==> config.mk <==
export PLATFORM = sky130hd
export DESIGN_NAME = modular_inverse_unit
export DESIGN_NICKNAME = d
export VERILOG_FILES = /design/src/sv/modinv_pkg.sv /design/src/sv/modinv_div.sv /design/src/sv/modular_inverse_unit.sv
export VERILOG_INCLUDE_DIRS = /design/src /design/src/sv
export SDC_FILE = /design/constraint.sdc
export NUM_CORES = 1
export LEC_CHECK = 0
export ABC_AREA = 1
export BUFFER_PORTS_ARGS = -buffer_cell sky130_fd_sc_hd__clkbuf_2
export CORE_ASPECT_RATIO = 1.2
export CORE_MARGIN = 1
export CORE_UTILIZATION = 60
export CTS_CLUSTER_DIAMETER = 100
export DETAILED_ROUTE_END_ITERATION = 10
export PLACE_DENSITY = 0.79
export SYNTH_ARGS = -nofsm -noshare
export SYNTH_HDL_FRONTEND = slang
export SYNTH_SLANG_ARGS = --single-unit
==> constraint.sdc <==
create_clock -name i_clk -period 6.3 [get_ports i_clk]
set_clock_uncertainty 0.15 [all_clocks]
set_input_delay 0.315 -clock i_clk [delete_from_list [all_inputs] [get_ports i_clk]]
set_output_delay 0.315 -clock i_clk [all_outputs]
set_load 0.02 [all_outputs]
==> src/sv/modular_inverse_unit_defines.svh <==
// Assertion macros shared by the modular inverse unit.
`ifndef MODULAR_INVERSE_UNIT_DEFINES_SVH
`define MODULAR_INVERSE_UNIT_DEFINES_SVH

// Clocked check, held off while reset is asserted.
`define MODINV_ASSERT(lbl, prop, msg) \
    lbl: assert property (@(posedge i_clk) disable iff (!i_rst_n) prop) else $error(msg);

// Clocked check that also applies during reset.
`define MODINV_ASSERT_ALWAYS(lbl, prop, msg) \
    lbl: assert property (@(posedge i_clk) prop) else $error(msg);

`endif

==> src/sv/modinv_pkg.sv <==
// Types and constants for the modular inverse unit.
`default_nettype none

package modinv_pkg;

    localparam int unsigned WIDTH = 32;

    typedef struct packed {
        logic [WIDTH-1:0] value;
        logic [WIDTH-1:0] modulus;
    } t_req;

    typedef struct packed {
        logic             has_inverse;
        logic [WIDTH-1:0] inverse;
        logic [WIDTH-1:0] common_divisor;
    } t_res;

    typedef enum logic [1:0] {
        ST_IDLE,
        ST_LOOP,
        ST_DIV,
        ST_FINAL
    } t_state;

endpackage

`default_nettype wire

==> src/sv/modinv_div.sv <==
// Shift-subtract divider that also forms quotient times a multiplier.
`default_nettype none

module modinv_div (
    input  wire logic                         i_clk,
    input  wire logic                         i_rst_n,
    input  wire logic                         i_start,
    input  wire logic [modinv_pkg::WIDTH-1:0] i_dividend,
    input  wire logic [modinv_pkg::WIDTH-1:0] i_divisor,
    input  wire logic [modinv_pkg::WIDTH-1:0] i_mult,
    output logic                              o_done,
    output logic      [modinv_pkg::WIDTH-1:0] o_rem,
    output logic      [modinv_pkg::WIDTH-1:0] o_prod
);

    localparam int unsigned W  = modinv_pkg::WIDTH;
    localparam int unsigned CW = $clog2(W);

    logic          r_busy, n_busy;
    logic          r_done, n_done;
    logic [CW-1:0] r_cnt,  n_cnt;
    logic [W-1:0]  r_rem,  n_rem;
    logic [W-1:0]  r_quo,  n_quo;
    logic [W-1:0]  r_acc,  n_acc;

    logic [W:0]    w_rem_sh;
    logic [W+1:0]  w_diff;
    logic          w_qbit;

    // One quotient bit per cycle, MSB first; the product accumulates by Horner's rule.
    always_comb begin
        w_rem_sh = {r_rem, r_quo[W-1]};
        w_diff   = {1'b0, w_rem_sh} - {2'b00, i_divisor};
        w_qbit   = ~w_diff[W+1];

        n_busy = r_busy;
        n_done = 1'b0;
        n_cnt  = r_cnt;
        n_rem  = r_rem;
        n_quo  = r_quo;
        n_acc  = r_acc;
        if (i_start) begin
            n_busy = 1'b1;
            n_cnt  = '0;
            n_rem  = '0;
            n_quo  = i_dividend;
            n_acc  = '0;
        end else if (r_busy) begin
            n_rem = w_qbit ? w_diff[W-1:0] : w_rem_sh[W-1:0];
            n_quo = {r_quo[W-2:0], 1'b0};
            n_acc = {r_acc[W-2:0], 1'b0} + (w_qbit ? i_mult : '0);
            n_cnt = r_cnt + CW'(1);
            if (r_cnt == CW'(W-1)) begin
                n_busy = 1'b0;
                n_done = 1'b1;
            end
        end
    end

    always_ff @(posedge i_clk) begin
        if (!i_rst_n) begin
            r_busy <= 1'b0;
            r_done <= 1'b0;
            r_cnt  <= '0;
        end else begin
            r_busy <= n_busy;
            r_done <= n_done;
            r_cnt  <= n_cnt;
        end
    end

    always_ff @(posedge i_clk) begin
        r_rem <= n_rem;
        r_quo <= n_quo;
        r_acc <= n_acc;
    end

    assign o_done = r_done;
    assign o_rem  = r_rem;
    assign o_prod = r_acc;

endmodule

`default_nettype wire

==> src/sv/modular_inverse_unit.sv <==
// A request runs k Euclid steps from acceptance to result (k <= 47 at 32 bits).
// Each Euclid step runs the bit-serial divider (one bit per cycle).
// Requests are taken one at a time; o_in_ready is high only in idle.
// A finished result sits in the output register while the next request is taken.
// Reset (synchronous, active low) clears the sequencer and drops any pending result.
// Top level of the modular inverse unit.
`default_nettype none

module modular_inverse_unit (
    input  wire logic             i_clk,
    input  wire logic             i_rst_n,
    input  wire logic             i_in_valid,
    output logic                  o_in_ready,
    input  wire modinv_pkg::t_req i_in_req,
    output logic                  o_out_valid,
    input  wire logic             i_out_ready,
    output modinv_pkg::t_res      o_out_res
);

`include "modular_inverse_unit_defines.svh"

    localparam int unsigned W = modinv_pkg::WIDTH;

    modinv_pkg::t_state r_state, n_state;

    // Remainder pair, Bezout magnitude pair, parity of the remainder index.
    logic [W-1:0] r_r0, r_r1;
    logic [W-1:0] r_s0, r_s1;
    logic         r_odd;
    logic [W-1:0] r_m;

    logic             r_out_valid;
    modinv_pkg::t_res r_out;

    logic         w_accept;
    logic         w_div_start;
    logic         w_out_load;
    logic         w_div_done;
    logic [W-1:0] w_div_rem;
    logic [W-1:0] w_div_prod;

    logic         w_ok;
    logic [W-1:0] w_mag;
    logic [W-1:0] w_inv;

    // Shared divider: r0 / r1, plus quotient times s1 for the coefficient update.
    modinv_div u_div (
        .i_clk      (i_clk),
        .i_rst_n    (i_rst_n),
        .i_start    (w_div_start),
        .i_dividend (r_r0),
        .i_divisor  (r_r1),
        .i_mult     (r_s1),
        .o_done     (w_div_done),
        .o_rem      (w_div_rem),
        .o_prod     (w_div_prod)
    );

    // Next state.
    always_comb begin
        n_state = r_state;
        unique case (r_state)
            modinv_pkg::ST_IDLE: begin
                if (i_in_valid) n_state = modinv_pkg::ST_LOOP;
            end
            modinv_pkg::ST_LOOP: begin
                // Stop when the remainder hits zero; r0 then holds the gcd.
                if (r_r1 == '0) n_state = modinv_pkg::ST_FINAL;
                else            n_state = modinv_pkg::ST_DIV;
            end
            modinv_pkg::ST_DIV: begin
                if (w_div_done) n_state = modinv_pkg::ST_LOOP;
            end
            modinv_pkg::ST_FINAL: begin
                // Hold until the output register is free.
                if (!r_out_valid || i_out_ready) n_state = modinv_pkg::ST_IDLE;
            end
            default: n_state = modinv_pkg::ST_IDLE;
        endcase
    end

    // Control outputs.
    always_comb begin
        o_in_ready  = 1'b0;
        w_div_start = 1'b0;
        w_out_load  = 1'b0;
        unique case (r_state)
            modinv_pkg::ST_IDLE:  o_in_ready  = 1'b1;
            modinv_pkg::ST_LOOP:  w_div_start = (r_r1 != '0);
            modinv_pkg::ST_DIV:   ;
            modinv_pkg::ST_FINAL: w_out_load  = !r_out_valid || i_out_ready;
            default:              ;
        endcase
    end

    assign w_accept = i_in_valid && o_in_ready;

    // Normalize the coefficient: s0 never exceeds the modulus, so one subtract folds it.
    always_comb begin
        w_ok  = (r_m != '0) && (r_r0 == W'(1));
        w_mag = (r_s0 >= r_m) ? (r_s0 - r_m) : r_s0;
        if (!w_ok)              w_inv = '0;
        else if (!r_odd)        w_inv = w_mag;
        else if (w_mag != '0)   w_inv = r_m - w_mag;
        else                    w_inv = '0;
    end

    always_ff @(posedge i_clk) begin
        if (!i_rst_n) begin
            r_state     <= modinv_pkg::ST_IDLE;
            r_out_valid <= 1'b0;
        end else begin
            r_state <= n_state;
            if (w_out_load)       r_out_valid <= 1'b1;
            else if (i_out_ready) r_out_valid <= 1'b0;
        end
    end

    // Datapath: load on request, advance one Euclid step per divider completion.
    always_ff @(posedge i_clk) begin
        if (w_accept) begin
            r_r0  <= i_in_req.value;
            r_r1  <= i_in_req.modulus;
            r_s0  <= W'(1);
            r_s1  <= '0;
            r_odd <= 1'b0;
            r_m   <= i_in_req.modulus;
        end else if (r_state == modinv_pkg::ST_DIV && w_div_done) begin
            r_r0  <= r_r1;
            r_r1  <= w_div_rem;
            r_s0  <= r_s1;
            r_s1  <= r_s0 + w_div_prod;
            r_odd <= ~r_odd;
        end
        if (w_out_load) begin
            r_out.has_inverse    <= w_ok;
            r_out.inverse        <= w_inv;
            r_out.common_divisor <= r_r0;
        end
    end

    assign o_out_valid = r_out_valid;
    assign o_out_res   = r_out;

    // Divider completions only arrive while the sequencer waits for them.
    `MODINV_ASSERT(a_done_in_div, w_div_done |-> (r_state == modinv_pkg::ST_DIV), "divider done outside wait")
    // An accepted request always starts the loop.
    `MODINV_ASSERT(a_accept_loop, w_accept |=> (r_state == modinv_pkg::ST_LOOP), "request did not start loop")
    // A reported inverse lies below the modulus.
    `MODINV_ASSERT(a_inv_range, (r_state == modinv_pkg::ST_FINAL && w_ok) |-> (w_inv < r_m), "inverse out of range")

endmodule

`default_nettype wire
# After elaboration in Yosys (flattened, before gate mapping)
# Cells that the tools add are included.
[word_totals]
reg_bits = 332
latch_bits = 0
ram_bits = 0
mem_bits_ro = 0
input_bits = 68
elab_cells = 76
mem_count = 0
[op_classes]
n_addsub = 6
mul = 0
div_mod_pow = 0
magnitude_cmp = 1
n_eq_ne = 8
shift = 0
muxes = 25
n_bitwise = 3
reduce_logical = 16
[ops]
columns = ["operator", "count"]
rows = [
  ["32-bit 2-to-1 mux", 11],
  ["32-bit nonzero test", 3],
  ["32-bit adder", 2],
  ["32-bit subtractor", 2],
  ["33-bit by 32-bit subtractor with 34-bit output", 1],
  ["32-bit by 1-bit == test with 1-bit output, second input constant", 1],
  ["32-bit greater-or-equal comparator", 1],
  ["32-bit logical NOT", 1],
  ["1-bit 2-to-1 mux", 10],
  ["2-bit one-hot mux with 4 select lines", 1],
  ["2-bit 2-to-1 mux", 3],
  ["2-bit nonzero test", 3],
  ["5-bit by 1-bit adder with 5-bit output, second input constant", 1],
  ["5-bit == test, second input constant", 1],
  ["2-bit == test, second input constant", 2],
  ["2-bit inequality test, second input constant", 2],
  ["1-bit logical AND", 3],
  ["1-bit inverter", 3],
  ["3-bit AND reduction", 1],
  ["3-bit OR reduction", 1],
  ["2-bit by 1-bit == test with 1-bit output, second input constant", 1],
  ["2-bit logical NOT", 1],
  ["2-bit by 1-bit inequality test with 1-bit output, second input constant", 1],
  ["2-bit OR reduction", 1],
  ["2 further kinds", 2],
]

# Logic depth before layout (Yosys ltp)
[depth]
ltp_word = 5
mapped_depth = 32
depth_no_buf = 30

# Hierarchy
# A second synthesis with hierarchy kept.
[hier_totals]
cells_unflattened = 3522
area_unflattened_um2 = 24121.9
[by_module_without_submodules]
columns = ["mod", "n_inst", "cells_per_inst", "area_each_um2"]
rows = [
  ["modular_inverse_unit", 1, 2285, 16082.9],
  ["modinv_div", 1, 1237, 8039.0],
]

# Worst setup path before layout
# OpenSTA, ideal clock, no wires.
[synth_timing]
path_type = "register to register"
from = "reg r_r1[26]"
to = "reg u_div.r_acc[27] (netlist: u_div.o_prod[27])"
setup_ns = 0.074
arrival_ns = 4.475
path_slack_ns = 1.601
path_stages_with_launch = 31
path_buffers = 2
cell_sequence = "edfxtp_1 inv_1 ha_1 a21oi_1 inv_1 a21oi_1 inv_1 a2111oi_0 nand3_1 clkbuf_1 buf_1 nand2_1 inv_1 ha_1 fa_1 nand3_1 nand3_1 a21oi_1 o21ai_0 inv_1 nor2_1 nor2_1 o21ai_0 a21boi_0 o21a_1 o21ai_0 nand2_1 nand2_1 nand2_1 nand2_1 o21ai_0"
[synth_between]
elab_chain_len = 3
elab_cells_between_ends = 5
cone_classes = "2 x add/sub; 2 x mux; 1 x reduce/logical"
[synth_rtl]
columns = ["element", "line", "rtl"]
rows = [
  ["start, declared", "modular_inverse_unit.sv:27", "logic [W-1:0] r_r0, r_r1;"],
  ["start signal, assigned", "modular_inverse_unit.sv:123", "r_r1 <= i_in_req.modulus;"],
  ["start signal, assigned", "modular_inverse_unit.sv:130", "r_r1 <= w_div_rem;"],
  ["33-bit by 32-bit subtractor with 34-bit output", "modinv_div.sv:33", "w_diff = {1'b0, w_rem_sh} - {2'b00, i_divisor};"],
  ["32-bit 2-to-1 mux", "modinv_div.sv:51", "n_acc = {r_acc[W-2:0], 1'b0} + (w_qbit ? i_mult : '0);"],
  ["32-bit adder", "modinv_div.sv:51", ""],
  ["end signal, assigned", "modinv_div.sv:75", "r_acc <= n_acc;"],
  ["end, declared", "modinv_div.sv:24", "logic [W-1:0] r_acc, n_acc;"],
]
# Several ways; a longest one is shown, not always the timed one.
# A chain may end at the register's enable or synchronous reset.

# Worst setup path after layout
[layout_timing]
from = "reg r_r1[18]"
to = "reg u_div.r_acc[27] (netlist: u_div.o_prod[27])"
# Same word-level chain as after synthesis.

==> results.yml <==
status:
  outcome: "finished, final reports clean"
synth:
  synth_top_family_by_area: "simple AND/OR/NAND/NOR gates"
  synthTopCellsByCount: "955 x nand2_1, 512 x inv_1, 225 x a21oi_1"
  synth-async-reset-ratio: 0
  synth_compound_area_frac: 0.146
  synthMuxAreaShare: 0
  synth_seq_cells: 332
  synth_seq_area_share: 0.370
  synth_edf_count: 193
  synthXorXnorAreaFrac: 0.0340
  yosys_warnings: 0
  synthSimpleGateAreaFrac: 0.270
  synth_most_common_cell: "nand2_1"
  yosys.area.top_type: "edfxtp_1"
  syn_area_um2: 23200
  synth_top_area_share: 0.250
  synth.distinct_cells: 52
  syn_inst: 3279
  synth_nets: 3488
  synthAdderAreaFrac: 0.0777
  synth_ff_type: "edfxtp_1"
  syn_area_per_cell_um2: 7.07
  synth.area.top_cells: "edfxtp_1 25%, nand2_1 15%, dfxtp_1 12%"
power_and_ir_drop:
  p_leak_nw: 12.7
  ir_worst_vdd_v: 0.000362
  p_per_area_nw_per_um2: 250
clock_tree:
  cts_hold_buf: 56
  h-tree-depth: 2
  cts_resized: 0
  cts_sinks: 332
  clk_transition_reported_paths_ns: 0.06
  cts_root_buf: "clkbuf_16"
  cts_tree: "built"
  clk_latency_ns: 0.58
  cts_made_buffers: 36
  clock_path_buffers: 3
  post-cts-setup-buffer-count: 0
layout:
  nets: 3653
  fillers: 3185
  final_area_um2: 26000
  antennaDiodeCount: 0
  multiInputGateArea_um2: 12300
  layout-drive-gt1-share: 0.0804
  seq_area_um2: 8580
  area_growth_pct: 12.1
detailed_routing:
  vias: 23400
  dr.pass1.iters: 8
  wl_per_cell_um: 20.4
  vias_per_cell: 5.93
  drt_iter0_drc: 2195
  drt_wl_total_um: 80700
  drtAntennaViolNets: 0
  route.detailed.drc: 0
die:
  dieWidth_um: 181
  chipHeight_um: 217
  dieArea_um2: 39500
  rows: 78
  initial_core_util: 0.611
  io_pins: 135
  placeableCoreArea_um2: 38000
setup_path:
  reg2reg_to: "u_div.o_prod[27]"
  endpoint: "u_div.o_prod[27]"
  r2r-start: "r_r1[18]"
  critical_path.slowest_cell: "a2111oi_0"
  cp.required_ns: 6.64
  max_stage_delay_ns: 0.45
  crit_fanout: 31
  arrival_ns: 5.68
  crit_start: "r_r1[18]"
  end_kind: "flip-flop"
  start_kind: "flip-flop"
  criticalPathCategory: "reg -> reg"
  worstRegToRegCells: 29
  r2r_slack_ns: 0.97
timing:
  tns_ns: 0
  setup_viol: 0
  fin_crit_sh: 0.847
  slew_viol_final: 0
  rsz0062_at_grt: "false"
  slew_headroom: 0.207
  hold_viol_final: 0
  min_period_ns: 5.33
  worst_pin_slew_ns: 1.19
  fmax_mhz: 187
placed_design:
  hpwl_um: 62100
  place_congestion: 1.03
  portBuffers: 134
  dpl_cell_area_um2: 24300
grt:
  grt_antenna_before_repair: 1
  grt_max_degree: 86
  grt_pass1_vias: 22700
  grt_usage: 0.410
  overflow: 0
  grt_pass1_wl_um: 123000
run:
  maxCapViolations: 0
hold_path:
  hold_class: "in -> reg"
worst min path at each step:
stage | start | cells past startpoint | slack (ns) | end
floorplan | i_in_req[0] | 0 | 0.26 | r_m[0]
global placement | r_r0[0] | 0 | 0.30 | o_out_res[0]
detailed placement | r_r0[0] | 0 | 0.29 | o_out_res[0]
CTS | i_in_req[61] | 3 | 0.001 | r_r0[29]
global route | i_in_req[61] | 3 | 0.01 | r_r0[29]
finish | i_in_req[61] | 3 | 0.02 | r_r0[29]
stage by stage:
step           utilization  setup WS (ns)  power, mW  instances  hold WS (ns)
5_1_grt              0.685          0.498       6.78       3951        0.0113
2_1_floorplan            -           1.60       3.84       3279         0.264
3_5_place_dp         0.640           1.05       4.32       3830         0.287
3_3_place_gp         0.640           1.22       4.28       3830         0.297
6_report             0.685          0.965       6.50       3951        0.0232
4_1_cts              0.685           1.00       6.44       3951       0.00110
worst max-delay path, delay by kind of cell (launching register included):
family,cells,cell delay (ns)
compound gates,11,2.30
buf+inv,4,0.52
flops,1,0.35
fa+ha+maj,3,0.95
simple gates,11,0.97
layout by cell type, fill, tap and decap left out, drive strengths merged, types with 12 or more instances in the layout:
cell type	count
o21a	12
nor2	182
nand2	976
nor4	24
o211ai	26
nand4	36
dlygate4sd3	56
buf	20
xnor2	37
clkbuf	184
a31oi	14
nor3	26
dfxtp	139
a21oi	225
clkinv	12
nand3	219
xor2	53
or2	15
o22ai	50
o21ai	225
inv	528
ha	136
edfxtp	193
o21bai	12
where the power goes:
part | leakage (nW) | switching [mW] | total, mW | internal [mW]
Combinational | 9.16 | 1.12 | 1.67 | 0.546
Sequential | 2.97 | 0.187 | 2.71 | 2.52
Clock | 0.550 | 0.907 | 2.12 | 1.21
Total | 12.7 | 2.21 | 6.50 | 4.29
kinds of logic (layout without fill, tap and decap cells):
group           Yosys count  after routing
fa+ha+maj               141            141
simple gates           1493           1493
xor+xnor                 90             90
compound gates          609            609
flops                   332            332
buf+inv                 614            806
routing by layer:
metal / wire, µm / up-vias / global-route usage
met5: 14 / - / 0
met3: 7730 / 346 / 0.105
met1: 30000 / 10700 / 0.473
met4: 6270 / 2 / 0.298
met2: 36700 / 1209 / 0.664
li1: - / 11100 / -
flip-flops by register name (all words and copies together) (netlist names), 2 cells and up:
name / flops
r_r0: 32
r_s1: 32
o_out_res: 65
r_m: 32
r_r1: 32
u_div.o_rem: 32
r_state: 2
u_div.r_cnt: 5
r_s0: 32
u_div.r_quo: 32
u_div.o_prod: 32
area by class of cell:
| cell class | count | share of cell area |
|---|---|---|
| repair buffers | 210 | 0.0536 |
| multi-input cells | 2333 | 0.472 |
| well taps | 480 | 0.0231 |
| clock inverters | 15 | 0.00683 |
| clock buffers | 50 | 0.0374 |
| flip-flops and latches | 332 | 0.330 |
| inverters | 531 | 0.0768 |
Power figures use the tool's default switching activity.
